<file path="src/hw/rtl/atja_pkg.sv">
// ----------------------------------------------------------------------------
// atja_pkg
// Shared constants, types and tables for the accelerometer tilt/joint pipeline.
// ----------------------------------------------------------------------------
package atja_pkg;

   localparam int CORDIC_STAGES = 18;
   localparam int DIV_W         = 24;
   localparam int DIV_PER_STAGE = 4;
   localparam int DIV_STAGES    = DIV_W / DIV_PER_STAGE;
   localparam int REM_W         = 16;
   localparam int PRESHIFT      = 30;
   localparam int XW            = DIV_W + PRESHIFT + 4;
   localparam int TW            = 25;

   localparam logic [15:0] RAW_INVALID = 16'hFFFF;
   localparam logic signed [TW-1:0] Q16_NINETY = 25'sd5898240;
   localparam logic signed [TW-1:0] Q16_FORTYFIVE = 25'sd2949120;
   localparam logic signed [26:0] Q16_ONE_EIGHTY = 27'sd11796480;

   typedef enum logic [1:0] {
      REG_CALIB_LOW      = 2'd0,
      REG_CALIB_HIGH     = 2'd1,
      REG_FOLD_THRESHOLD = 2'd2
   } reg_index_type;

   typedef enum logic [1:0] {
      SPEC_NONE  = 2'd0,
      SPEC_ZERO  = 2'd1,
      SPEC_RIGHT = 2'd2,
      SPEC_DIAG  = 2'd3
   } spec_type;

   typedef struct packed {
      logic              valid;
      logic              err;
      logic              neg_y;
      logic              neg_z;
      logic [REM_W-1:0]  divisor;
   } div_ctl_type;

   typedef struct packed {
      logic [REM_W-1:0] rem;
      logic [DIV_W-1:0] n;
   } div_half_type;

   typedef struct packed {
      div_half_type y;
      div_half_type z;
   } div_lane_type;

   typedef struct packed {
      div_ctl_type      ctl;
      logic [DIV_W-1:0] num_y;
      logic [DIV_W-1:0] num_z;
   } div_in_type;

   typedef struct packed {
      logic             valid;
      logic             err;
      logic             neg_y;
      logic             neg_z;
      logic [DIV_W-1:0] q_y;
      logic [DIV_W-1:0] q_z;
   } div_out_type;

   typedef struct packed {
      logic     valid;
      logic     err;
      logic     a_neg;
      logic     b_neg;
      spec_type spec;
   } cor_ctl_type;

   typedef struct packed {
      logic signed [XW-1:0] x;
      logic signed [XW-1:0] y;
      logic signed [TW-1:0] t;
   } cor_data_type;

   // atan(2^-i) in Q16 degrees
   function automatic logic signed [TW-1:0] atan_q16(input int i);
      logic signed [TW-1:0] r;
      begin
         case (i)
            0:  r = 25'sd2949120;
            1:  r = 25'sd1740967;
            2:  r = 25'sd919879;
            3:  r = 25'sd466945;
            4:  r = 25'sd234379;
            5:  r = 25'sd117304;
            6:  r = 25'sd58666;
            7:  r = 25'sd29335;
            8:  r = 25'sd14668;
            9:  r = 25'sd7334;
            10: r = 25'sd3667;
            11: r = 25'sd1833;
            12: r = 25'sd917;
            13: r = 25'sd458;
            14: r = 25'sd229;
            15: r = 25'sd115;
            16: r = 25'sd57;
            17: r = 25'sd29;
            18: r = 25'sd14;
            19: r = 25'sd7;
            20: r = 25'sd4;
            21: r = 25'sd2;
            22: r = 25'sd1;
            default: r = 25'sd0;
         endcase
         return r;
      end
   endfunction

   // one restoring division step
   function automatic div_half_type div_one(input div_half_type h, input logic [REM_W-1:0] d);
      div_half_type      res;
      logic [REM_W:0]    r;
      begin
         r = {h.rem, h.n[DIV_W-1]};
         res.n = {h.n[DIV_W-2:0], 1'b0};
         if (r >= {1'b0, d}) begin
            res.rem = REM_W'(r - {1'b0, d});
            res.n[0] = 1'b1;
         end else begin
            res.rem = r[REM_W-1:0];
         end
         return res;
      end
   endfunction

endpackage

</file>
<file path="src/hw/rtl/atja_div.sv">
// ----------------------------------------------------------------------------
// atja_div
// Pipelined restoring divider, two lanes sharing one divisor.
// ----------------------------------------------------------------------------
module atja_div (
   input  logic                  clock,
   input  logic                  reset,
   input  logic                  en,
   input  atja_pkg::div_in_type  din,
   output atja_pkg::div_out_type dout
);

   atja_pkg::div_ctl_type  ctl_ff  [atja_pkg::DIV_STAGES];
   atja_pkg::div_lane_type lane_ff [atja_pkg::DIV_STAGES];

   for (genvar s = 0; s < atja_pkg::DIV_STAGES; s++) begin : g_stage
      atja_pkg::div_ctl_type  ctl_src;
      atja_pkg::div_lane_type lane_src;
      atja_pkg::div_lane_type lane_in;

      if (s == 0) begin : g_first
         assign ctl_src      = din.ctl;
         assign lane_src.y   = '{rem: '0, n: din.num_y};
         assign lane_src.z   = '{rem: '0, n: din.num_z};
      end else begin : g_next
         assign ctl_src  = ctl_ff[s-1];
         assign lane_src = lane_ff[s-1];
      end

      always_comb begin
         lane_in = lane_src;
         for (int k = 0; k < atja_pkg::DIV_PER_STAGE; k++) begin
            lane_in.y = atja_pkg::div_one(lane_in.y, ctl_src.divisor);
            lane_in.z = atja_pkg::div_one(lane_in.z, ctl_src.divisor);
         end
      end

      always_ff @(posedge clock) begin
         if (reset) begin
            ctl_ff[s] <= '0;
         end else if (en) begin
            ctl_ff[s] <= ctl_src;
         end
      end

      always_ff @(posedge clock) begin
         if (en) begin
            lane_ff[s] <= lane_in;
         end
      end
   end

   assign dout.valid = ctl_ff[atja_pkg::DIV_STAGES-1].valid;
   assign dout.err   = ctl_ff[atja_pkg::DIV_STAGES-1].err;
   assign dout.neg_y = ctl_ff[atja_pkg::DIV_STAGES-1].neg_y;
   assign dout.neg_z = ctl_ff[atja_pkg::DIV_STAGES-1].neg_z;
   assign dout.q_y   = lane_ff[atja_pkg::DIV_STAGES-1].y.n;
   assign dout.q_z   = lane_ff[atja_pkg::DIV_STAGES-1].z.n;

endmodule

</file>
<file path="config.mk">
export PLATFORM = sky130hd
export DESIGN_NAME = atja_div
export DESIGN_NICKNAME = d
export VERILOG_FILES = /design/src/hw/rtl/atja_pkg.sv /design/src/hw/rtl/atja_div.sv
export SDC_FILE = /design/constraint.sdc
export NUM_CORES = 2
export LEC_CHECK = 0
export ABC_AREA = 1
export BUFFER_PORTS_ARGS = -buffer_cell sky130_fd_sc_hd__buf_2
export CAP_MARGIN = 15
export CORE_AREA = 2 2 265 528
export DETAILED_ROUTE_END_ITERATION = 8
export DIE_AREA = 0 0 267 530
export SYNTH_ARGS = -nofsm -noshare
export SYNTH_HDL_FRONTEND = slang
export SYNTH_SLANG_ARGS = --single-unit
</file>
<file path="constraint.sdc">
create_clock -name clock -period 9.5 [get_ports clock]
set_input_delay 1.9 -clock clock [delete_from_list [all_inputs] [get_ports clock]]
set_output_delay 1.9 -clock clock [all_outputs]
set_load 0.02 [all_outputs]
</file>
# After elaboration in Yosys (flattened, before gate mapping)
# Memory sizes are Yosys's and may differ from the RTL's.
# Cells that the tools add are included.
word_totals:
  ram_bits: 600
  ff_bits: 0
  memories: 2
  elab_cells: 212
op_classes:
  n_bitwise: 6
  n_mux: 108
  addsub: 48
  n_lt_le_gt_ge: 48
mem_list:
  columns: ["name", "words", "width", "rd", "rd_ports_with_merged_regs", "wr", "line_no", "text"]
  rows:
  - ["lane_ff", 6, 80, 6, 0, 6, "atja_div.sv:14", "atja_pkg::div_lane_type lane_ff [atja_pkg::DIV_STAGES];"]
  - ["ctl_ff", 6, 20, 6, 0, 6, "atja_div.sv:13", "atja_pkg::div_ctl_type ctl_ff [atja_pkg::DIV_STAGES];"]
op_table:
  columns: ["operator", "count"]
  rows:
  - ["greater-or-equal comparator 17 x 16 -> 1 bit", 46]
  - ["2-to-1 mux 16 bit", 48]
  - ["subtractor 16 bit", 46]
  - ["2-to-1 mux 20 bit", 6]
  - ["2-to-1 mux 1 bit", 54]
  - ["greater-or-equal comparator 1 x 16 -> 1 bit", 2]
  - ["subtractor 1 x 16 -> 16 bit", 2]
  - ["OR 1 bit", 6]

# Depth between registers and ports, before layout
# An unclocked memory read counts as a cell.
depth:
  word_depth: 9
  depth_mapped: 55

# Worst setup path after synthesis
# Ideal clock, no wire load.
synth_timing:
  path_kind: "input to register"
  from: "in din[49] in the netlist's numbering"
  to: "mem lane_ff[0][69] in the netlist's numbering, data pin"
  path_stages: 42
  t_arrival_ns: 7.903
  required_time_ns: 9.247
  path_slack_ns: 1.344
  setup_ns: 0.253
  path_cell_list: "inv_1 > ha_1 > inv_1 > nand2_1 > nand3_4 > o21ai_0 > ha_1 > nand3_1 > nand2_1 > a21boi_1 > o21ai_0 > nand2_1 > nand2_1 > nand2_1 > nand2_4 > inv_2 > nand2_1 > o21ai_0 > (+6 left out) > nand2_1 > a21oi_1 > nand3b_4 > buf_2 > nand2_1 > nand2_1 > ha_1 > nand2_1 > o211ai_1 > nand2_1 > o211ai_1 > nand3_1 > o2111ai_1 > a21oi_1 > a21boi_4 > buf_4 > nand3_1 > nand2_1"
synth_lines:
  columns: ["element", "line_no", "text"]
  rows:
  - ["start: declaration", "atja_div.sv:9", "input atja_pkg::div_in_type din,"]
  - ["end: declaration", "atja_div.sv:14", null]

==> metrics <==
CTS HTree Levels=2; Post-Syn Area=0.0614 mm2; cell family with most CP delay=compound AO/OA/AOI/OAI gates; Row Count=193; Slew Viols, Final=0; DIE AREA=0.142 mm2; CP max stage delay=0.74 ns; Synth Warn #=0; post-synthesis average cell area=7.25 um2; Clock Path Buffers=3; pin count of the biggest net entering global routing=139; fmax=112 MHz; # port buffers=122; Via density=5.48; Critical path buffers and inverters=10; num ports=123; CP Max Fanout=18; initial antenna violation count=5; share of layout cells above drive strength 1=9.41%; fin nets=9714; Horiz. Die Dim=267 um; cts hold-fix bufs=0; Overflow after GRT=0; drt first pass iters=8; FILL cells=13900; Global Route Usage Sum=32.0%; MaxCap Viol Count=0; DP HPWL=188000 um; DR vias=59000; CTS tree=built; Worst Setup Start Kind=flip-flop; wire per inst=21.2 um; Synth-to-Final Area Change=11.4%; min cycle time layout=8.95 ns; syn_nets=9319; Hold Fails Final Rpt=0; Worst-Margin Slew=about 1.2 ns; Setup crit end kind=flip-flop; Worst Hold Slack=0.409 ns; root buf cell=clkbuf_16; core area=0.138 mm2; Max stage delay cell, worst path=o21ai_0; CTS buffer count=56; Data required, critical path=9.95 ns; worst skew pair latency=slightly above 0.7 ns; Mapped Cells=8464; endpoints failing setup=0; Synth async-reset ratio=0%; R2R setup slack=0.55 ns; Die Height=530 um; # DRC=0; status=completed; pre-CTS setup slack=0.0738 ns; Top cell by count, worst path=nand2_1; Initial DRC Count=approximately 2700; Setup TNS=0 ns; Seq cells post-synth=552; Synth cell types=between 60 and 70; number of flops mapped to enable cells by yosys=552; Initial Utilization=between 40% and 50%; # clock sinks=552; sequential share of the synthesized area=27.0%; Final period util=94.2%; Min-Delay Path Class=reg2reg; clock-pin transition on the worst setup and hold timing paths=0.07 ns; Relative slew margins=23.1%; first-pass GRT wire length=340000 um; crit path DAT=9.40 ns; number of global-route vias before repair=60200; antenna-violating nets left=0; Final Wtd Congestion=between 1 and 1.5; main flop type after synthesis=edfxtp_1; skew final=0.0384 ns; CP Class=reg2reg; worst setup margin=about 0.55 ns; final wirelength=229000 um
stage by stage:
stage          instance area (um2)  util, %  cells
6_report                     68400     49.6  10800
3_5_place_dp                 66100     48.0  10600
2_1_floorplan                61400        -   8464
5_1_grt                      68400     49.6  10800
3_3_place_gp                 66100     48.0  10600
4_1_cts                      68100     49.4  10700
placed cells by master, fill, tap and decap left out, types with 57 or more instances in the layout:
master,synthesis,routed
nand2_1,2664,2662
o21ai_1,59,70
buf_4,16,326
xnor2_1,234,234
inv_1,941,930
nor3_1,65,65
nand4_1,84,84
clkbuf_16,0,57
ha_1,740,740
o21ai_0,420,405
xor2_1,315,315
buf_2,63,121
nand3_1,545,545
edfxtp_1,552,552
nor2_1,483,483
a21oi_1,619,619
worst paths after layout:
path,startpoint,to,depth (start not counted)
hold / removal,lane_ff[2][59]$_DFFE_PP_,lane_ff[3][63]$_DFFE_PP_,0
setup reg to reg,ctl_ff[1][4]$_SDFFCE_PN0P_,lane_ff[2][32]$_DFFE_PP_,44
hold reg to reg,lane_ff[2][59]$_DFFE_PP_,lane_ff[3][63]$_DFFE_PP_,0
setup / recovery,ctl_ff[1][4]$_SDFFCE_PN0P_,lane_ff[2][32]$_DFFE_PP_,44
cells in the mapped netlist (28+ instances only):
cell,n,area [um2]
nand3b_1,35,263
a31oi_1,46,288
nand2_2,48,300
nor3_1,65,325
o21ai_0,420,2100
inv_2,30,113
nand4_1,84,526
fa_1,44,881
nor2_1,483,1810
nand2_1,2664,10000
nand3_2,28,280
ha_1,740,9260
a21o_1,34,255
o21a_1,34,255
xnor2_1,234,2050
o21bai_1,36,270
a21oi_1,619,3100
edfxtp_1,552,16600
nand3_1,545,2730
buf_2,63,315
xor2_1,315,2760
o21ai_1,59,295
inv_1,941,3530
repair_timing:
item / in CTS / in global routing
setup endpoints to repair: 0 / 85
buffers inserted: 0 / 9
resized for setup: 0 / 43
state kept, by name, summed over array words and instances, names as in the netlist:
signal,flops
ctl_ff,104
lane_ff,448
area by class of cell:
cell class                      instances  area, um2  area share (%)
Tap cell                             1852       2320            3.39
Sequential cell                       552      16600            24.2
Clock buffer                           59       1430            2.10
Timing Repair Buffer                  463       3370            4.93
Clock inverter                         46        557           0.814
Inverter                              977       3720            5.45
Multi-Input combinational cell       6809      40400            59.1
Antenna cell                            4       10.0          0.0146
layer usage:
metal | global-route usage [%] | wire (um) | vias to the layer above
met5 | 0 | 30 | -
met4 | 39.9 | 34700 | 4
met3 | 4.23 | 7930 | 1070
met2 | 62.2 | 122000 | 1675
met1 | 23.6 | 63500 | 27100
li1 | - | - | 29100
cell families (layout without fill, tap and decap cells):
logic type / after synthesis / count (layout) / share of synthesized area, %
adders and majority gates: 784 / 784 / 16.5
DFF: 552 / 552 / 27.0
and+or+nand+nor: 4108 / 4108 / 29.0
xor gates and xnor gates: 549 / 549 / 7.84
buffers and inverters: 1104 / 1545 / 7.29
AOI/OAI and AO/OA: 1367 / 1368 / 12.4
other: 0 / 4 / 0
Power is not shown: default switching activity piles up to over one toggle a cycle in this logic, so the estimate is an artifact.
