## src/hw/rtl/atja_pkg.sv

```systemverilog
// ----------------------------------------------------------------------------
// atja_pkg
// Shared constants, types and tables for the accelerometer tilt/joint pipeline.
// ----------------------------------------------------------------------------
package atja_pkg;

   localparam int CORDIC_STAGES = 18;
   localparam int DIV_W         = 24;
   localparam int DIV_PER_STAGE = 4;
   localparam int DIV_STAGES    = DIV_W / DIV_PER_STAGE;
   localparam int REM_W         = 16;
   localparam int PRESHIFT      = 30;
   localparam int XW            = DIV_W + PRESHIFT + 4;
   localparam int TW            = 25;

   localparam logic [15:0] RAW_INVALID = 16'hFFFF;
   localparam logic signed [TW-1:0] Q16_NINETY = 25'sd5898240;
   localparam logic signed [TW-1:0] Q16_FORTYFIVE = 25'sd2949120;
   localparam logic signed [26:0] Q16_ONE_EIGHTY = 27'sd11796480;

   typedef enum logic [1:0] {
      REG_CALIB_LOW      = 2'd0,
      REG_CALIB_HIGH     = 2'd1,
      REG_FOLD_THRESHOLD = 2'd2
   } reg_index_type;

   typedef enum logic [1:0] {
      SPEC_NONE  = 2'd0,
      SPEC_ZERO  = 2'd1,
      SPEC_RIGHT = 2'd2,
      SPEC_DIAG  = 2'd3
   } spec_type;

   typedef struct packed {
      logic              valid;
      logic              err;
      logic              neg_y;
      logic              neg_z;
      logic [REM_W-1:0]  divisor;
   } div_ctl_type;

   typedef struct packed {
      logic [REM_W-1:0] rem;
      logic [DIV_W-1:0] n;
   } div_half_type;

   typedef struct packed {
      div_half_type y;
      div_half_type z;
   } div_lane_type;

   typedef struct packed {
      div_ctl_type      ctl;
      logic [DIV_W-1:0] num_y;
      logic [DIV_W-1:0] num_z;
   } div_in_type;

   typedef struct packed {
      logic             valid;
      logic             err;
      logic             neg_y;
      logic             neg_z;
      logic [DIV_W-1:0] q_y;
      logic [DIV_W-1:0] q_z;
   } div_out_type;

   typedef struct packed {
      logic     valid;
      logic     err;
      logic     a_neg;
      logic     b_neg;
      spec_type spec;
   } cor_ctl_type;

   typedef struct packed {
      logic signed [XW-1:0] x;
      logic signed [XW-1:0] y;
      logic signed [TW-1:0] t;
   } cor_data_type;

   // atan(2^-i) in Q16 degrees
   function automatic logic signed [TW-1:0] atan_q16(input int i);
      logic signed [TW-1:0] r;
      begin
         case (i)
            0:  r = 25'sd2949120;
            1:  r = 25'sd1740967;
            2:  r = 25'sd919879;
            3:  r = 25'sd466945;
            4:  r = 25'sd234379;
            5:  r = 25'sd117304;
            6:  r = 25'sd58666;
            7:  r = 25'sd29335;
            8:  r = 25'sd14668;
            9:  r = 25'sd7334;
            10: r = 25'sd3667;
            11: r = 25'sd1833;
            12: r = 25'sd917;
            13: r = 25'sd458;
            14: r = 25'sd229;
            15: r = 25'sd115;
            16: r = 25'sd57;
            17: r = 25'sd29;
            18: r = 25'sd14;
            19: r = 25'sd7;
            20: r = 25'sd4;
            21: r = 25'sd2;
            22: r = 25'sd1;
            default: r = 25'sd0;
         endcase
         return r;
      end
   endfunction

   // one restoring division step
   function automatic div_half_type div_one(input div_half_type h, input logic [REM_W-1:0] d);
      div_half_type      res;
      logic [REM_W:0]    r;
      begin
         r = {h.rem, h.n[DIV_W-1]};
         res.n = {h.n[DIV_W-2:0], 1'b0};
         if (r >= {1'b0, d}) begin
            res.rem = REM_W'(r - {1'b0, d});
            res.n[0] = 1'b1;
         end else begin
            res.rem = r[REM_W-1:0];
         end
         return res;
      end
   endfunction

endpackage

```

## src/hw/rtl/atja_front.sv

```systemverilog
// ----------------------------------------------------------------------------
// atja_front
// Input stage: drops invalid samples, forms scaled numerators and divisor.
// ----------------------------------------------------------------------------
module atja_front (
   input  logic                    clock,
   input  logic                    reset,
   input  logic                    en,
   input  logic                    req_valid,
   input  logic signed [15:0]      raw_accel_x,
   input  logic signed [15:0]      raw_accel_y,
   input  logic signed [15:0]      raw_accel_z,
   input  logic signed [15:0]      calib_low,
   input  logic signed [15:0]      calib_high,
   output atja_pkg::div_in_type    out_ff
);

   logic signed [16:0] span;
   logic signed [16:0] dy;
   logic signed [16:0] dz;
   logic signed [24:0] py;
   logic signed [24:0] pz;
   logic signed [24:0] ay;
   logic signed [24:0] az;
   logic signed [16:0] aspan;
   atja_pkg::div_in_type out_in;

   always_comb begin
      span  = {calib_high[15], calib_high} - {calib_low[15], calib_low};
      dy    = {raw_accel_y[15], raw_accel_y} - {calib_low[15], calib_low};
      dz    = {raw_accel_z[15], raw_accel_z} - {calib_low[15], calib_low};
      py    = $signed({{8{dy[16]}}, dy}) * 25'sd180;
      pz    = $signed({{8{dz[16]}}, dz}) * 25'sd180;
      ay    = py[24] ? -py : py;
      az    = pz[24] ? -pz : pz;
      aspan = span[16] ? -span : span;
      out_in.ctl.valid   = req_valid
                           && (raw_accel_x != atja_pkg::RAW_INVALID)
                           && (raw_accel_y != atja_pkg::RAW_INVALID)
                           && (raw_accel_z != atja_pkg::RAW_INVALID);
      out_in.ctl.err     = (span == 17'sd0);
      out_in.ctl.neg_y   = py[24] ^ span[16];
      out_in.ctl.neg_z   = pz[24] ^ span[16];
      out_in.ctl.divisor = aspan[15:0];
      out_in.num_y       = ay[23:0];
      out_in.num_z       = az[23:0];
   end

   always_ff @(posedge clock) begin
      if (reset) begin
         out_ff <= '0;
      end else if (en) begin
         out_ff <= out_in;
      end
   end

endmodule

```

## config.mk

```make
export PLATFORM = sky130hd
export DESIGN_NAME = atja_front
export DESIGN_NICKNAME = d
export VERILOG_FILES = /design/src/hw/rtl/atja_pkg.sv /design/src/hw/rtl/atja_front.sv
export SDC_FILE = /design/constraint.sdc
export NUM_CORES = 1
export LEC_CHECK = 0
export BUFFER_PORTS_ARGS = -buffer_cell sky130_fd_sc_hd__buf_2
export CORE_MARGIN = 3
export CORE_UTILIZATION = 30
export DETAILED_ROUTE_END_ITERATION = 6
export HOLD_SLACK_MARGIN = 0.12
export PLACE_DENSITY = 0.47
export SLEW_MARGIN = 20
export SYNTH_ARGS = -nofsm -noshare
export SYNTH_HDL_FRONTEND = slang
export SYNTH_SLANG_ARGS = --single-unit
```

## constraint.sdc

```tcl
create_clock -name clock -period 6.7 [get_ports clock]
set_input_delay 0.67 -clock clock [delete_from_list [all_inputs] [get_ports clock]]
set_output_delay 0.67 -clock clock [all_outputs]
set_load 0.03 [all_outputs]
```

======== After elaboration in Yosys (flattened, before gate mapping) ========
Cells that the tools add are included.
word-level totals
  register bits after elaboration ......... 68
  bits of input ports ..................... 84
  output and inout bits ................... 68
  logic and storage cells ................. 27
cells by class
  add/subtract/negate cells ............... 6
  multiply operators ...................... 2
  eq/ne operators ......................... 3
  multiplexer cells ....................... 3
  bitwise logic cells ..................... 2
  reductions and logical operators ........ 4
operator list
  kind                                                                  number
  16-bit by 16-bit subtractor with 17-bit output                        3
  24-bit 2-to-1 mux                                                     2
  16-bit inequality test, second input constant                         3
  24-bit negation                                                       2
  17-bit by 7-bit multiplier with 23-bit output, second input constant  2
  17-bit zero test                                                      1
  16-bit 2-to-1 mux                                                     1
  16-bit negation                                                       1
  1-bit logical AND                                                     3
  1-bit XOR                                                             2

======== Depth between registers and ports, before layout ========
  depth in word-level cells ............... 4
  gate-level depth with buffers ........... 31
  mapped depth without buffers ............ 29

======== Worst setup path after synthesis ========
Ideal clock, no wire load.
  path kind ............................... input port to flip-flop
  from .................................... in raw_accel_y[0]
  to ...................................... reg out_ff[45] (netlist name)
  setup time .............................. 0.144 ns
  arrival ................................. 6.662 ns
  data required time ...................... 6.556 ns
  slack ................................... -0.106 ns
  stages .................................. 24
  path buffers ............................ 0
  cell sequence ........................... inv_1 > ha_1 > fa_1 > nor2b_1 > o2111ai_1 > a31oi_1 > xor2_1 > ha_1 > ha_1 > fa_1 > inv_1 > fa_1 > inv_1 > ha_1 > and3_1 > and3_1 > a211oi_1 > mux2_2 > or3_1 > or2_1 > or3_1 > nor3_2 > nand4b_1 > o311ai_0
on the way
  cells in the longest elaborated chain, start to end .. 4
ends and longest elaborated chain
  what                                                RTL line          text
  start, declared                                     atja_front.sv:11  input logic signed [15:0] raw_accel_y,
  16-bit by 16-bit subtractor with 17-bit output (*)  atja_front.sv:30  dy = {raw_accel_y[15], raw_accel_y} - {calib_low[15], calib_low};
  17-bit by 7-bit multiplier with 23-bit output (*)   atja_front.sv:32  py = $signed({{8{dy[16]}}, dy}) * 25'sd180;
  24-bit negation                                     atja_front.sv:34  ay = py[24] ? -py : py;
  24-bit 2-to-1 mux (*)                               atja_front.sv:34
  end signal, assigned                                atja_front.sv:53  out_ff <= out_in;
  end, declared                                       atja_front.sv:15  output atja_pkg::div_in_type out_ff
Every way passes the cells marked *; elsewhere a longest branch is shown, timed or not.
A chain may end at the register's enable or synchronous reset.

======== Final worst setup path ========
  from .................................... in calib_low[0]
  to ...................................... reg out_ff[9] (netlist name)
on the way
  cells in the longest elaborated chain, start to end .. 4
ends and longest elaborated chain
  what                                                RTL line          text
  start, declared                                     atja_front.sv:13  input logic signed [15:0] calib_low,
  16-bit by 16-bit subtractor with 17-bit output (*)  atja_front.sv:31  dz = {raw_accel_z[15], raw_accel_z} - {calib_low[15], calib_low};
  17-bit by 7-bit multiplier with 23-bit output (*)   atja_front.sv:33  pz = $signed({{8{dz[16]}}, dz}) * 25'sd180;
  24-bit negation                                     atja_front.sv:35  az = pz[24] ? -pz : pz;
  24-bit 2-to-1 mux (*)                               atja_front.sv:35
Marked as above.

==> results.md <==
- Final Hold Vio Count: 0
- Layout Nets: 1946
- CP Capture Type: flop
- Max-Cap Viols: 0
- Count leader, synth: inv_1
- Ys Warns: 0
- Max stage delay cell, worst path: fa_1
- CTS tree: yes
- Num rows: 67
- Number of global-route vias before repair: 9901
- Clk_skew: 0 ns
- Initial antenna violation count: 0
- Top FF cell, synth: dfxtp_1
- Worst path most repeated cell: buf_4
- RD Place Congestion: 0.8478
- DR DRC count: 0
- Top Registers: out_ff (64)
- Setup crit end: out_ff[9]$_SDFFE_PP0P_
- Drt wl/cell: 16.63 um
- Die Y: 192.7 um
- Clock Latency Late Sink: 0.34 ns
- Final Setup Violations: 0
- Reg clk slew, reported paths: 0.06 ns
- Final instance area: 0.01421 mm^2
- Critical Path Source Type: primary input
- CP Data Required Time: 6.95 ns
- GRT Total Usage: 18.16%
- Post-synth EDFFs: 0
- Crit path time final: 6.485 ns
- Crit path arrival time: 6.74 ns
- Post-DP HPWL: 28780 um
- Hold Path Class: flop to flop
- Worst R2R Start: out_ff[52]$_SDFFE_PP0P_
- Status: finished clean
- P&R area growth vs syn: 35.83%
- #FFs+latches synth: 64
- Post-synth top area share: 19.26%
- Max Root-Sink Buffers: 2
- CTS sink cnt: 64
- Via density: 4.953
- Largest reg by FF count: out_ff
- Sequential share of the synthesized area: 12.25%
- Ratio of cells with drive above 1 in the final layout: 29.42%
- Worst hold margin: 0.4709 ns
- Detailed Route Iter0 Violations: 425
- Crit path largest cell delay: 0.54 ns
- Beginning of the critical path: calib_low[0]
- Worst slew margin: 27.31%
- Remaining Overflow, GRT: 0
- Yosys top cell by area: ha_1
- Synthesized instance count: 1317
- Post-synth top cells: 202 x inv_1, 161 x ha_1, 115 x nor2_1
- Fmax: 0.1542 GHz
- Initial Util: 30.81%
- Total die area: 0.03715 mm^2
- Worst R2R Path Depth: 2
- Setup slack, reg-to-reg: 5.81 ns
- Placement Setup Slack: -0.4124 ns
- First-pass GRT wire length: 53600 um
- Largest net degree at the start of global routing: 95
- Port Buffers: 147
- Number of CTS-inserted buffers: 9
- Pins Over Slew Limit: 0
- R2r endpoint: out_ff[52]$_SDFFE_PP0P_
- Total vias in the final route: 10351
- Setup ws final: 0.2154 ns
- Least-Margin Pin Slew: 1.090 ns
- ANT cells: 0
- DP Area: 0.01295 mm^2
- Post-Syn Area: 0.01046 mm^2
- Max reg flops: 64
- Asr flop ratio synth: 0%
- Routed WL: 34770 um
- Root Driver: clkbuf_16
- Critical path class: primary input to flop
- CTS H-tree lvls: 3
- Antenna viol nets, final: 0
- Core Area: 0.03395 mm^2
- Cell variety after synth: 76
- Syn Area/Cell: 7.943 um^2
- Synth top area cells: ha_1 19%, dfxtp_1 12%, fa_1 12%, inv_1 7.2%, xnor2_1 5.1%
- I/O pins: 152
- Drt first pass iters: 4
- Worst-path maximum fanout: 14
- Die W: 192.7 um
- Final Cycle Share: 96.78%
- Post-CTS Hold Fix Bufs: 0
final cells by class:
cell class	instances	area, um^2
clock buffer	10	239.0
clock inverter	5	81.33
fill	3514	19740
inverter	203	768.2
multi-input combinational	1015	8966
sequential	64	1281
tap	448	560.5
timing repair buffer	345	2313
placed cells by master (no fill, tap or decap), drive strengths merged, types with 8 or more instances in the layout:
cell type / instances
nor3: 31
nand2b: 18
dfxtp: 64
buf: 342
o211ai: 9
and2: 12
inv: 201
o21a: 19
nand2: 59
a21oi: 70
xnor2: 61
ha: 161
a311oi: 22
nand4: 17
nor2: 115
fa: 63
nand3: 18
o21ai: 57
o21bai: 9
nor2b: 21
a211oi: 31
or3: 30
a21o: 18
or2: 8
a31oi: 12
clkbuf: 13
and3: 17
xor2: 30
nor4: 10
worst min path at each step:
stage                             from                       to  slack (ns)  depth (start not counted)
2_1_floorplan   out_ff[6]$_SDFFE_PP0P_   out_ff[6]$_SDFFE_PP0P_        0.59                          2
3_3_place_gp   out_ff[64]$_SDFFE_PP0P_  out_ff[64]$_SDFFE_PP0P_        0.46                          2
3_5_place_dp   out_ff[64]$_SDFFE_PP0P_  out_ff[64]$_SDFFE_PP0P_        0.47                          2
4_1_cts        out_ff[64]$_SDFFE_PP0P_  out_ff[64]$_SDFFE_PP0P_        0.47                          2
5_1_grt         out_ff[3]$_SDFFE_PP0P_   out_ff[3]$_SDFFE_PP0P_        0.50                          2
6_report        out_ff[3]$_SDFFE_PP0P_   out_ff[3]$_SDFFE_PP0P_        0.47                          2
per-layer routing:
layer | track usage [%] | share of wire, % | wire length, um
met1 | 27.98 | 53 | 18360
met2 | 28.01 | 43 | 14970
met3 | 1.762 | 3.5 | 1200
met4 | 2.101 | 0.70 | 242
met5 | 0 | 0 | 0
logic make-up (layout without fill, tap and decap cells):
logic type                 count (synthesis)  count (layout)  synth area share [%]
and+or+nand+nor                          381             381                 18.69
AOI/OAI and AO/OA                        311             311                 20.63
buffers and inverters                    241             563                 9.042
adders and majority gates                224             224                 31.31
xor gates and xnor gates                  91              91                 7.619
DFF                                       64              64                 12.25
muxes                                      4               4                0.4186
other                                      1               4               0.03585
worst max-delay path: cells and delay by family:
| family | cells | cell delay (ns) |
|---|---|---|
| xor gates and xnor gates | 1 | 0.19 |
| and+or+nand+nor | 8 | 1.48 |
| adders and majority gates | 7 | 2.40 |
| AOI/OAI and AO/OA | 7 | 0.97 |
| buffers and inverters | 8 | 1.00 |
metrics by stage:
stage	util, %	instances	setup TNS [ns]
floorplan	-	1320	0
global placement	38.15	2051	-8.878
detailed placement	38.15	2051	-12.19
CTS	39.12	2066	0
global route	41.85	2090	-0.8119
finish	41.85	2090	0
what timing repair did:
action | in CTS | in global routing
cloned | 0 | 3
buffers inserted | 0 | 21
gates resized for setup | 2 | 118
pin swaps | 0 | 60
endpoints found under the setup margin | 6 | 44
Power is not shown: default switching activity piles up to over one toggle a cycle in this logic, so the estimate is an artifact.
