`config.mk`:
```
export PLATFORM = sky130hd
export DESIGN_NAME = atja_back
export DESIGN_NICKNAME = d
export VERILOG_FILES = /design/src/hw/rtl/atja_pkg.sv /design/src/hw/rtl/atja_back.sv
export SDC_FILE = /design/constraint.sdc
export NUM_CORES = 1
export LEC_CHECK = 0
export BUFFER_PORTS_ARGS = -buffer_cell sky130_fd_sc_hd__buf_4
export CAP_MARGIN = 25
export CORE_AREA = 5 5 97 81
export DETAILED_ROUTE_END_ITERATION = 8
export DIE_AREA = 0 0 102 86
export GPL_ROUTABILITY_DRIVEN = 0
export GPL_TIMING_DRIVEN = 0
export PLACE_DENSITY = 0.76
export SYNTH_ARGS = -nofsm -noshare
export SYNTH_HDL_FRONTEND = slang
export SYNTH_SLANG_ARGS = --single-unit
```
`constraint.sdc`:
```
create_clock -name clock -period 2.55 [get_ports clock]
set_input_delay 0.1275 -clock clock [delete_from_list [all_inputs] [get_ports clock]]
set_output_delay 0.1275 -clock clock [all_outputs]
set_load 0.02 [all_outputs]
```
`src/hw/rtl/atja_pkg.sv`:
```
// ----------------------------------------------------------------------------
// atja_pkg
// Shared constants, types and tables for the accelerometer tilt/joint pipeline.
// ----------------------------------------------------------------------------
package atja_pkg;

   localparam int CORDIC_STAGES = 18;
   localparam int DIV_W         = 24;
   localparam int DIV_PER_STAGE = 4;
   localparam int DIV_STAGES    = DIV_W / DIV_PER_STAGE;
   localparam int REM_W         = 16;
   localparam int PRESHIFT      = 30;
   localparam int XW            = DIV_W + PRESHIFT + 4;
   localparam int TW            = 25;

   localparam logic [15:0] RAW_INVALID = 16'hFFFF;
   localparam logic signed [TW-1:0] Q16_NINETY = 25'sd5898240;
   localparam logic signed [TW-1:0] Q16_FORTYFIVE = 25'sd2949120;
   localparam logic signed [26:0] Q16_ONE_EIGHTY = 27'sd11796480;

   typedef enum logic [1:0] {
      REG_CALIB_LOW      = 2'd0,
      REG_CALIB_HIGH     = 2'd1,
      REG_FOLD_THRESHOLD = 2'd2
   } reg_index_type;

   typedef enum logic [1:0] {
      SPEC_NONE  = 2'd0,
      SPEC_ZERO  = 2'd1,
      SPEC_RIGHT = 2'd2,
      SPEC_DIAG  = 2'd3
   } spec_type;

   typedef struct packed {
      logic              valid;
      logic              err;
      logic              neg_y;
      logic              neg_z;
      logic [REM_W-1:0]  divisor;
   } div_ctl_type;

   typedef struct packed {
      logic [REM_W-1:0] rem;
      logic [DIV_W-1:0] n;
   } div_half_type;

   typedef struct packed {
      div_half_type y;
      div_half_type z;
   } div_lane_type;

   typedef struct packed {
      div_ctl_type      ctl;
      logic [DIV_W-1:0] num_y;
      logic [DIV_W-1:0] num_z;
   } div_in_type;

   typedef struct packed {
      logic             valid;
      logic             err;
      logic             neg_y;
      logic             neg_z;
      logic [DIV_W-1:0] q_y;
      logic [DIV_W-1:0] q_z;
   } div_out_type;

   typedef struct packed {
      logic     valid;
      logic     err;
      logic     a_neg;
      logic     b_neg;
      spec_type spec;
   } cor_ctl_type;

   typedef struct packed {
      logic signed [XW-1:0] x;
      logic signed [XW-1:0] y;
      logic signed [TW-1:0] t;
   } cor_data_type;

   // atan(2^-i) in Q16 degrees
   function automatic logic signed [TW-1:0] atan_q16(input int i);
      logic signed [TW-1:0] r;
      begin
         case (i)
            0:  r = 25'sd2949120;
            1:  r = 25'sd1740967;
            2:  r = 25'sd919879;
            3:  r = 25'sd466945;
            4:  r = 25'sd234379;
            5:  r = 25'sd117304;
            6:  r = 25'sd58666;
            7:  r = 25'sd29335;
            8:  r = 25'sd14668;
            9:  r = 25'sd7334;
            10: r = 25'sd3667;
            11: r = 25'sd1833;
            12: r = 25'sd917;
            13: r = 25'sd458;
            14: r = 25'sd229;
            15: r = 25'sd115;
            16: r = 25'sd57;
            17: r = 25'sd29;
            18: r = 25'sd14;
            19: r = 25'sd7;
            20: r = 25'sd4;
            21: r = 25'sd2;
            22: r = 25'sd1;
            default: r = 25'sd0;
         endcase
         return r;
      end
   endfunction

   // one restoring division step
   function automatic div_half_type div_one(input div_half_type h, input logic [REM_W-1:0] d);
      div_half_type      res;
      logic [REM_W:0]    r;
      begin
         r = {h.rem, h.n[DIV_W-1]};
         res.n = {h.n[DIV_W-2:0], 1'b0};
         if (r >= {1'b0, d}) begin
            res.rem = REM_W'(r - {1'b0, d});
            res.n[0] = 1'b1;
         end else begin
            res.rem = r[REM_W-1:0];
         end
         return res;
      end
   endfunction

endpackage

```
`src/hw/rtl/atja_back.sv`:
```
// ----------------------------------------------------------------------------
// atja_back
// Quadrant fix-up, degree truncation, joint fold and result register.
// ----------------------------------------------------------------------------
module atja_back (
   input  logic                   clock,
   input  logic                   reset,
   input  logic                   en,
   input  atja_pkg::cor_ctl_type  ctl,
   input  atja_pkg::cor_data_type data,
   input  logic [8:0]             fold_threshold,
   output logic                   valid_ff,
   output logic [8:0]             tilt_ff,
   output logic signed [10:0]     joint_ff,
   output logic                   err_ff
);

   logic signed [atja_pkg::TW-1:0] tc;
   logic signed [26:0]             ang;
   logic signed [26:0]             sum;
   logic [8:0]                     tilt_in;
   logic                           mid_valid_ff;
   logic                           mid_err_ff;
   logic [8:0]                     mid_tilt_ff;
   logic signed [10:0]             joint_in;

   always_comb begin
      case (ctl.spec)
         atja_pkg::SPEC_ZERO:  tc = '0;
         atja_pkg::SPEC_RIGHT: tc = atja_pkg::Q16_NINETY;
         atja_pkg::SPEC_DIAG:  tc = atja_pkg::Q16_FORTYFIVE;
         default: begin
            if (data.t < 0) begin
               tc = '0;
            end else if (data.t > atja_pkg::Q16_NINETY) begin
               tc = atja_pkg::Q16_NINETY;
            end else begin
               tc = data.t;
            end
         end
      endcase
      if (!ctl.a_neg && !ctl.b_neg) begin
         ang = 27'(tc);
      end else if (ctl.a_neg && !ctl.b_neg) begin
         ang = atja_pkg::Q16_ONE_EIGHTY - 27'(tc);
      end else if (ctl.a_neg) begin
         ang = 27'(tc) - atja_pkg::Q16_ONE_EIGHTY;
      end else begin
         ang = -27'(tc);
      end
      sum     = ang + atja_pkg::Q16_ONE_EIGHTY;
      tilt_in = ctl.err ? 9'd0 : sum[24:16];
   end

   always_comb begin
      if (mid_tilt_ff < fold_threshold) begin
         joint_in = 11'sd180 - $signed({2'b00, mid_tilt_ff});
      end else begin
         joint_in = 11'sd541 - $signed({2'b00, mid_tilt_ff});
      end
   end

   always_ff @(posedge clock) begin
      if (reset) begin
         mid_valid_ff <= 1'b0;
         valid_ff     <= 1'b0;
      end else if (en) begin
         mid_valid_ff <= ctl.valid;
         valid_ff     <= mid_valid_ff;
      end
   end

   always_ff @(posedge clock) begin
      if (en) begin
         mid_err_ff  <= ctl.err;
         mid_tilt_ff <= tilt_in;
         err_ff      <= mid_err_ff;
         tilt_ff     <= mid_tilt_ff;
         joint_ff    <= joint_in;
      end
   end

endmodule

```
# Word level (Yosys, flattened, before mapping)
# Index checks and enable logic that the tools add are counted.
[classes]
addsub = 6
order_cmp = 3
eq_ne = 3
n_mux = 7
n_reduce_logical = 4
[ops]
columns = ["cell", "count"]
rows = [
  ["$mux 25", 5],
  ["$pmux 25 s3", 1],
  ["$add 25x25->25 const B", 1],
  ["$gt 25x24->1 const B", 1],
  ["$lt 25x1->1 const B", 1],
  ["$neg 25->25", 1],
  ["$sub 25x25->25 const A", 1],
  ["$sub 25x25->25 const B", 1],
  ["$mux 11", 1],
  ["$sub 10x9->11 const A", 1],
  ["$sub 8x9->10 const A", 1],
  ["$lt 9x9->1", 1],
  ["$eq 2x2->1 const B", 2],
  ["$eq 2x1->1 const B", 1],
  ["$logic_and 1x1->1", 2],
  ["$logic_not 1->1", 2],
]
[totals]
regBits = 33
input_bits = 159
out_inout_bits = 22
wordCells = 30

# Depth between registers and ports, before layout
# Gate-level depths: netlist (run 1).
[logic_depth]
ltp_word = 9
depth_mapped = 13
mapped_depth_nobuf = 13

# Worst setup path before layout (run 1)
# Ideal clock, no wire load.
[synth_timing]
kind = "input-to-reg"
from = "in ctl[0] (netlist name)"
to = "reg mid_tilt_ff[8], data pin"
setup_ns = 0.260
arrival_ns = 2.466
path_slack_ns = -0.176
stages = 12
path_cell_list = "clkbuf_1 nor2_1 a21oi_1 ha_1 nand2b_1 or3_1 o21ai_1 a21oi_2 xnor2_2 o211a_4 o21ai_2 mux2_4"
[synth_between]
elab_chain_len = 7
word_cells_on_any_way = 11
classes_between = "add/sub (4); eq/ne (3); mux (4)"
[synth_lines]
columns = ["item", "line", "rtl"]
rows = [
  ["from (decl)", "atja_back.sv:9", "input atja_pkg::cor_ctl_type ctl,"],
  ["$eq 2x2->1 / $eq 2x1->1 (equally long branches)", "atja_back.sv:28", "case (ctl.spec)"],
  ["$pmux 25 s3 (*)", "atja_back.sv:28", ""],
  ["$neg 25->25 / $sub 25x25->25 (equally long branches)", "atja_back.sv:49, atja_back.sv:47", ""],
  ["$mux 25", "atja_back.sv:46", "end else if (ctl.a_neg) begin"],
  ["$mux 25", "atja_back.sv:44", "end else if (ctl.a_neg && !ctl.b_neg) begin"],
  ["$mux 25 (*)", "atja_back.sv:42", "if (!ctl.a_neg && !ctl.b_neg) begin"],
  ["$add 25x25->25 (*)", "atja_back.sv:51", "sum = ang + atja_pkg::Q16_ONE_EIGHTY;"],
  ["to (signal assigned)", "atja_back.sv:76", "mid_tilt_ff <= tilt_in;"],
  ["to (decl)", "atja_back.sv:24", "logic [8:0] mid_tilt_ff;"],
]
# Every way passes the cells marked *; elsewhere a longest branch is shown, timed or not.
# A chain may end at the register's enable or synchronous reset.

# Final worst setup path (run 1)
[layout_timing]
from = "in data[14] (netlist name)"
to = "reg mid_tilt_ff[8], data pin"
[layout_between]
elab_chain_len = 9
word_cells_on_any_way = 12
classes_between = "add/sub (4); order compare (2); mux (6)"
[layout_lines]
columns = ["item", "line", "rtl"]
rows = [
  ["from (decl)", "atja_back.sv:10", "input atja_pkg::cor_data_type data,"],
  ["$gt 25x24->1", "atja_back.sv:35", "end else if (data.t > atja_pkg::Q16_NINETY) begin"],
  ["$mux 25", "atja_back.sv:35", ""],
  ["$mux 25 (*)", "atja_back.sv:33", "if (data.t < 0) begin"],
  ["$pmux 25 s3 (*)", "atja_back.sv:28", ""],
  ["$neg 25->25 / $sub 25x25->25 (equally long branches)", "atja_back.sv:49, atja_back.sv:47", ""],
  ["$mux 25", "atja_back.sv:46", ""],
  ["$mux 25", "atja_back.sv:44", ""],
  ["$mux 25 (*)", "atja_back.sv:42", ""],
  ["$add 25x25->25 (*)", "atja_back.sv:51", ""],
]
# Marked as above.

==> reports/metrics.yaml, run 1 <==
place:
  hpwl_um: 4380
  port_buffers: 62
  dp.cells: 393
drt:
  detail_route.first_pass.iterations: 4
  routed_wl_um: 5760
  drt_iter0_drc: 70
  vias: 2122
  viasPerCell: 5.14
  drc_errors: 0
  wl_per_cell_um: 13.9
  ant_nets: 0
setup_path:
  path_max_fanout: 3
  required_ps: 2590
  crit_path_frequent_cell: "o21ai_2"
  cp.arrival_ps: 2600
  cpMaxStageDelayCell: "a311o_2"
  max_stage_delay_ps: 460
  criticalPathCategory: "in2reg"
  crit_path_start_kind: "input port"
  cp-end-kind: "flip-flop"
  path_cells: "buf_4 -> nor4_4 -> nand4_1 -> a311o_2 -> a21oi_4 -> nand2_1 -> o21ai_2 -> xnor2_1 -> ha_2 -> inv_2 -> o211a_4 -> o21ai_2 -> mux2_4"
timing:
  post-route-period-util_pct: 101
  fin_crit_ps: 2560
  setup_tns_ps: -14.0
  hold_violations: 0
  worst_slack_ps: -14.0
  max_freq_ghz: 0.390
  grt_setup_unrepaired: "yes"
  worst_pin_slew_ps: 544
  relSlewSlack_pct: 63.7
  setup_viol: 1
  drv_slew: 0
  fin_skew_ps: 3.89
min_path:
  min_path_type: "in2reg"
die:
  rows: 27
  die_h_um: 86
  io_pins: 181
  die_w_um: 102
  fp.coreArea_um2: 6720
  start_util_pct: 36.3
  dieArea_um2: 8770
clock_tree:
  htreeDepth: 2
  cts_buffers: 5
  path_clk_slew_ps: 60
  clk_latency_ps: 280
  cts_buffer_depth: 2
  clock-root-buffer: "clkbuf_8"
  cts_sinks: 33
  cts_tree: "done"
global_routing:
  grt_pass1_vias: 1962
  antenna_found_initial: 0
  grt_max_degree: 34
  grt_pass1_wl_um: 8990
  grt_usage_pct: 12.6
  overflow: 0
logic_synthesis:
  syn_avg_cell_area_um2: 9.99
  ys_async_sr_fraction_pct: 0
  syn_inst: 244
  syn_nets: 418
  yosysSeqAreaShare_pct: 39.8
  synth_seq_cells: 33
  synth.distinct_cells: 60
  synth_enable_flop_cells: 31
  synth_warnings: 0
  synthFlopType: "edfxtp_1"
  synth_area_um2: 2440
power_and_ir_drop:
  p_total_w: 0.00172
  p_leak_nw: 1.36
  ir_drop_v: 0.000197
  p_per_area_nw_per_um2: 516
final_layout:
  nets: 499
  regArea_um2: 971
  drive_gt1_share_pct: 37.1
  n_fill_cell: 611
  diodes: 0
  area_delta_synth_final_pct: 36.9
  fin_cells: 413
  multi_input_area_um2: 1500
run:
  maxCapViolCount: 0
status:
  status: "finished, violations left"
  violations: "setup timing"
layer usage:
metal	GRT usage, %	vias up	share of wire, %
li1	-	1083	-
met5	0	-	0
met1	16.1	972	42
met3	3.01	4	7.2
met2	21.5	63	50
met4	2.74	0	0.75
cells in the mapped netlist, types with 2 or more instances:
cell | n | area share [%]
mux2i_1 | 4 | 1.6
a31o_2 | 2 | 0.72
clkbuf_1 | 6 | 0.92
o21ai_0 | 15 | 3.1
xor2_1 | 6 | 2.2
o31a_1 | 2 | 0.72
a311o_2 | 2 | 0.92
ha_1 | 15 | 7.7
mux2_2 | 2 | 0.92
nor2_1 | 20 | 3.1
nor4_1 | 5 | 1.3
nand2_1 | 14 | 2.2
o31ai_1 | 3 | 0.92
dfxtp_1 | 2 | 1.6
nor3b_1 | 2 | 0.62
edfxtp_1 | 31 | 38
o21ai_2 | 2 | 0.72
xnor2_1 | 11 | 4.0
a211oi_1 | 3 | 0.92
inv_1 | 17 | 2.6
o21ai_1 | 2 | 0.41
nand2b_1 | 4 | 1.0
a21o_1 | 5 | 1.5
a21oi_1 | 17 | 3.5
a21oi_2 | 2 | 0.72
xnor2_2 | 2 | 1.3
o2111ai_1 | 3 | 1.1
nor3_1 | 4 | 0.82
nor2b_1 | 4 | 1.0
a31oi_1 | 3 | 0.77
o21a_1 | 2 | 0.62
nand4_1 | 4 | 1.0
cell type report:
| cell class | count | share of cell area (%) |
|---|---|---|
| repair buffers | 74 | 17.2 |
| plain buffers | 7 | 0.975 |
| inverters | 18 | 2.03 |
| well taps | 87 | 3.26 |
| clock buffers | 7 | 2.29 |
| multi-input cells | 186 | 45.0 |
| clock inverters | 1 | 0.150 |
| flip-flops and latches | 33 | 29.1 |
power breakdown:
part	switching, W	total (W)	internal, W
sequential	0.0000455	0.000736	0.000690
combinational	0.000329	0.000627	0.000298
clock	0.000169	0.000360	0.000191
stage by stage:
step	cell area, um2	utilization (%)	hold WS (ps)	worst slack [ps]
5_1_grt	3340	49.6	23.4	-119
3_5_place_dp	3060	45.6	301	-435
2_1_floorplan	2490	-	200	-102
4_1_cts	3220	47.9	22.1	-22.0
3_3_place_gp	3060	45.6	295	-421
6_report	3340	49.6	33.0	-14.0
state kept, by name, indices dropped and copies added, names as in the netlist:
signal,flops
mid_valid_ff,1
mid_tilt_ff,9
tilt_ff,9
mid_err_ff,1
valid_ff,1
err_ff,1
joint_ff,11
path summary, 6_finish.rpt:
check,to,startpoint,slack [ps],depth (start not counted)
worst min register to register,err_ff$_DFFE_PP_,mid_err_ff$_DFFE_PP_,430,0
worst max register to register,joint_ff[3]$_DFFE_PP_,mid_tilt_ff[6]$_SDFFCE_PP0P_,170,9
worst min-delay path,mid_err_ff$_DFFE_PP_,ctl[4],30,1
worst max-delay path,mid_tilt_ff[8]$_SDFFCE_PP0P_,data[14],-10,13
critical path, delay by kind of cell:
kind	cells	cell delay [ps]
xor+xnor	1	160
buf+inv	2	160
mux	1	300
simple gates	3	610
compound gates	5	1020
fa+ha+maj	1	230
cell families after synthesis:
kind of cell               count (synthesis)  share of synthesized area (%)
DFF                                       33                           39.8
muxes                                      7                           3.18
adders and majority gates                 15                           7.70
xor gates and xnor gates                  19                           7.44
buffers and inverters                     25                           4.00
AOI/OAI and AO/OA                         77                           23.3
and+or+nand+nor                           68                           14.6
cell usage in the layout (no fill, tap or decap), drive strengths merged, types with 3 or more instances in the layout:
cell type	n
nor2b	4
a21oi	19
xor2	6
ha	15
o31ai	3
a21o	5
buf	75
xnor2	13
nand4	4
nor4	5
clkbuf	12
a31oi	4
nor3	5
a211oi	3
mux2	3
nor2	20
edfxtp	31
o21ai	19
inv	17
nand2	14
mux2i	4
o2111ai	3
nand2b	4
repair_timing:
action / in CTS / in global routing
endpoints found under the setup margin: 11 / 8
cloned: 0 / 0
resized for setup: 9 / 15
hold endpoints to repair: 2 / 0
buffers inserted: 4 / 7
hold buffers: 1 / 0
pin swaps: 9 / 9
Note: power is estimated with default switching activity, not from simulation.
==> run 2, diff against run 1 <==
CORE_AREA = 5 5 94 78   (was 5 5 97 81)
DIE_AREA = 0 0 99 83   (was 0 0 102 86)
PLACE_DENSITY = 0.78   (was 0.76)
clock period = 3.2 ns   (was 2.55 ns; I/O delays follow)
==> reports/metrics.yaml, run 2 (synthesis results as in run 1) <==
die:
  die_h_um: 83  # -3.5%
  dieArea_um2: 8220  # -6.3%
  io_pins: 181  # unchanged
  rows: 26  # -3.7%
  die_w_um: 99  # -2.9%
  fp.coreArea_um2: 6280  # -6.6%
  start_util_pct: 38.8  # +2.6 points
status:
  status: "complete, no violations"
timing:
  fin_skew_ps: 6.60  # +2.71 ps
  max_freq_ghz: 0.342
  setup_tns_ps: 0  # +14.0 ps
  setup_viol: 0  # -1
  post-route-period-util_pct: 91.5
  hold_violations: 0  # unchanged
  fin_crit_ps: 2930
  grt_setup_unrepaired: "no"
  drv_slew: 0  # unchanged
  worst_pin_slew_ps: 903  # +358 ps
  relSlewSlack_pct: 39.8  # -24 points
  worst_slack_ps: 273  # +287 ps
setup_path:
  rrSetupSlack_ps: 290  # +120 ps
  criticalPathCategory: "in2reg"
  cp.arrival_ps: 2970  # +370 ps
  path_max_fanout: 9  # +6
  cp-end-kind: "flip-flop"
  crit_path_start_kind: "input port"
  required_ps: 3240  # +650 ps
clock_tree:
  cts_buffer_depth: 2  # unchanged
  cts_hold_buffers: 0  # -1
  post_cts_buffers: 0  # -4
  path_clk_slew_ps: 60  # about the same
  clock-root-buffer: "clkbuf_8"
  cts_tree: "done"
  cts_sinks: 33  # unchanged
  clk_latency_ps: 280  # about the same
  htreeDepth: 2  # unchanged
  cts_buffers: 5  # unchanged
  ctsResizeCount: 0  # -9
power_and_ir_drop:
  seq_power_share_pct: 42.0  # -0.7 points
  clock_power_share_pct: 26.0  # +5.1 points
  pwr-share-comb_pct: 32.0  # -4.4 points
  p_per_area_nw_per_um2: 450  # -13%
  ir_drop_v: 0.000140  # -29%
  p_switching_w: 0.000412  # -24%
  p_sw_share_pct: 29.4  # -2.1 points
  p_leak_nw: 1.28  # -5.7%
  internal-power_w: 0.000990  # -16%
global_routing:
  grt_max_degree: 34  # unchanged
  grt_pass1_wl_um: 9030  # +0.47%
  grt_usage_pct: 13.1  # +0.52 points
  antenna_found_initial: 0  # unchanged
  grt_pass1_vias: 2035  # +3.7%
  overflow: 0  # unchanged
final_layout:
  layout_commonest_cell: "buf_4"
  multi_input_area_um2: 1370  # -8.8%
  diodes: 0  # unchanged
  largest_reg_flops: 11  # unchanged
  nets: 487  # -2.4%
  reg_top3: "joint_ff: 11 flops, mid_tilt_ff: 9 flops, tilt_ff: 9 flops"
  drive_gt1_share_pct: 29.6  # -7.5 points
  top_register: "joint_ff"
  final_cell_mix: "buf_4, edfxtp_1, nor2_1"
  area_delta_synth_final_pct: 27.8
  n_fill_cell: 586  # -4.1%
  regArea_um2: 971  # unchanged
drt:
  ant_nets: 0  # unchanged
  drc_errors: 0  # unchanged
  vias: 2071  # -2.4%
  routed_wl_um: 5340  # -7.3%
  detail_route.first_pass.iterations: 4  # unchanged
  drt_iter0_drc: 67  # -4.3%
  viasPerCell: 5.20  # +1.3%
  wl_per_cell_um: 13.4  # -3.8%
place:
  port_buffers: 62  # unchanged
  hpwl_um: 4310  # -1.7%
  pre_cts_slack_ps: 27.3  # +462 ps
min_path:
  min_path_type: "in2reg"
run:
  maxCapViolCount: 0  # unchanged
## run 2: cell types whose count changed in the layout (fill, tap and decap cells not counted), moves of 2 or more
| cell | previous run | this run |
|---|---|---|
| a21oi_1 | 15 | 17 |
| a21oi_4 | 2 | 0 |
| buf_4 | 70 | 63 |
| buf_6 | 4 | 0 |
| nor2_1 | 18 | 20 |
| nor2_2 | 2 | 0 |
| nor4_1 | 1 | 5 |
| nor4_4 | 4 | 0 |
| o21ai_0 | 12 | 15 |
| o21ai_1 | 4 | 2 |
## run 2: area by class of cell
| cell class | count | share of cell area, % |
|---|---|---|
| clock buffer | 6 | 2.33 |
| sequential | 33 | 31.2 |
| inverter | 18 | 2.17 |
| timing repair buffer | 62 | 14.9 |
| tap | 84 | 3.37 |
| clock inverter | 2 | 1.08 |
| multi-input combinational | 186 | 44.0 |
| buffer | 7 | 0.964 |
## run 2: metal layers
layer,GRT usage [%],part of all wire [%],vias to the layer above
li1,-,-,1054
met1,16.2,44,925
met2,20.9,45,77
met3,4.86,8.7,15
met4,4.84,2.4,0
met5,0,0,-
## run 2: worst max-delay path: stages
cell and delay (ps):
clkbuf_1 280, nor2_1 220, a21oi_1 520, ha_1 320
nand2b_1 80, or3_1 300, o21ai_1 170, a21oi_2 70
xnor2_2 250, o211a_4 220, o21ai_2 50, mux2_4 300
## run 2: path summary, 6_finish.rpt
check,start,to,cells after the start
worst max register to register,mid_tilt_ff[1]$_SDFFCE_PP0P_,joint_ff[1]$_DFFE_PP_,8
worst max-delay path,ctl[0],mid_tilt_ff[8]$_SDFFCE_PP0P_,12
worst min register to register,mid_err_ff$_DFFE_PP_,err_ff$_DFFE_PP_,0
worst min-delay path,reset,mid_valid_ff$_SDFFE_PP0P_,2
## run 2: through the flow
stage	util, %	instances	instance area (um2)	total power [W]	hold slack, ps
after global placement	47.9	390	3010	0.00103	328
after global routing	49.6	398	3110	0.00149	23.9
after CTS	49.6	398	3110	0.00142	22.4
final	49.6	398	3110	0.00140	32.1
after detailed placement	47.9	390	3010	0.00105	330
after floorplan	-	244	2440	0.000881	232
## run 2: power groups by stage
stage	Combinational, W	Sequential [W]	Clock [W]
2_1_floorplan	0.000241	0.000640	0
3_3_place_gp	0.000437	0.000595	0
3_5_place_dp	0.000450	0.000598	0
4_1_cts	0.000451	0.000589	0.000376
5_1_grt	0.000496	0.000596	0.000399
6_report	0.000449	0.000588	0.000365
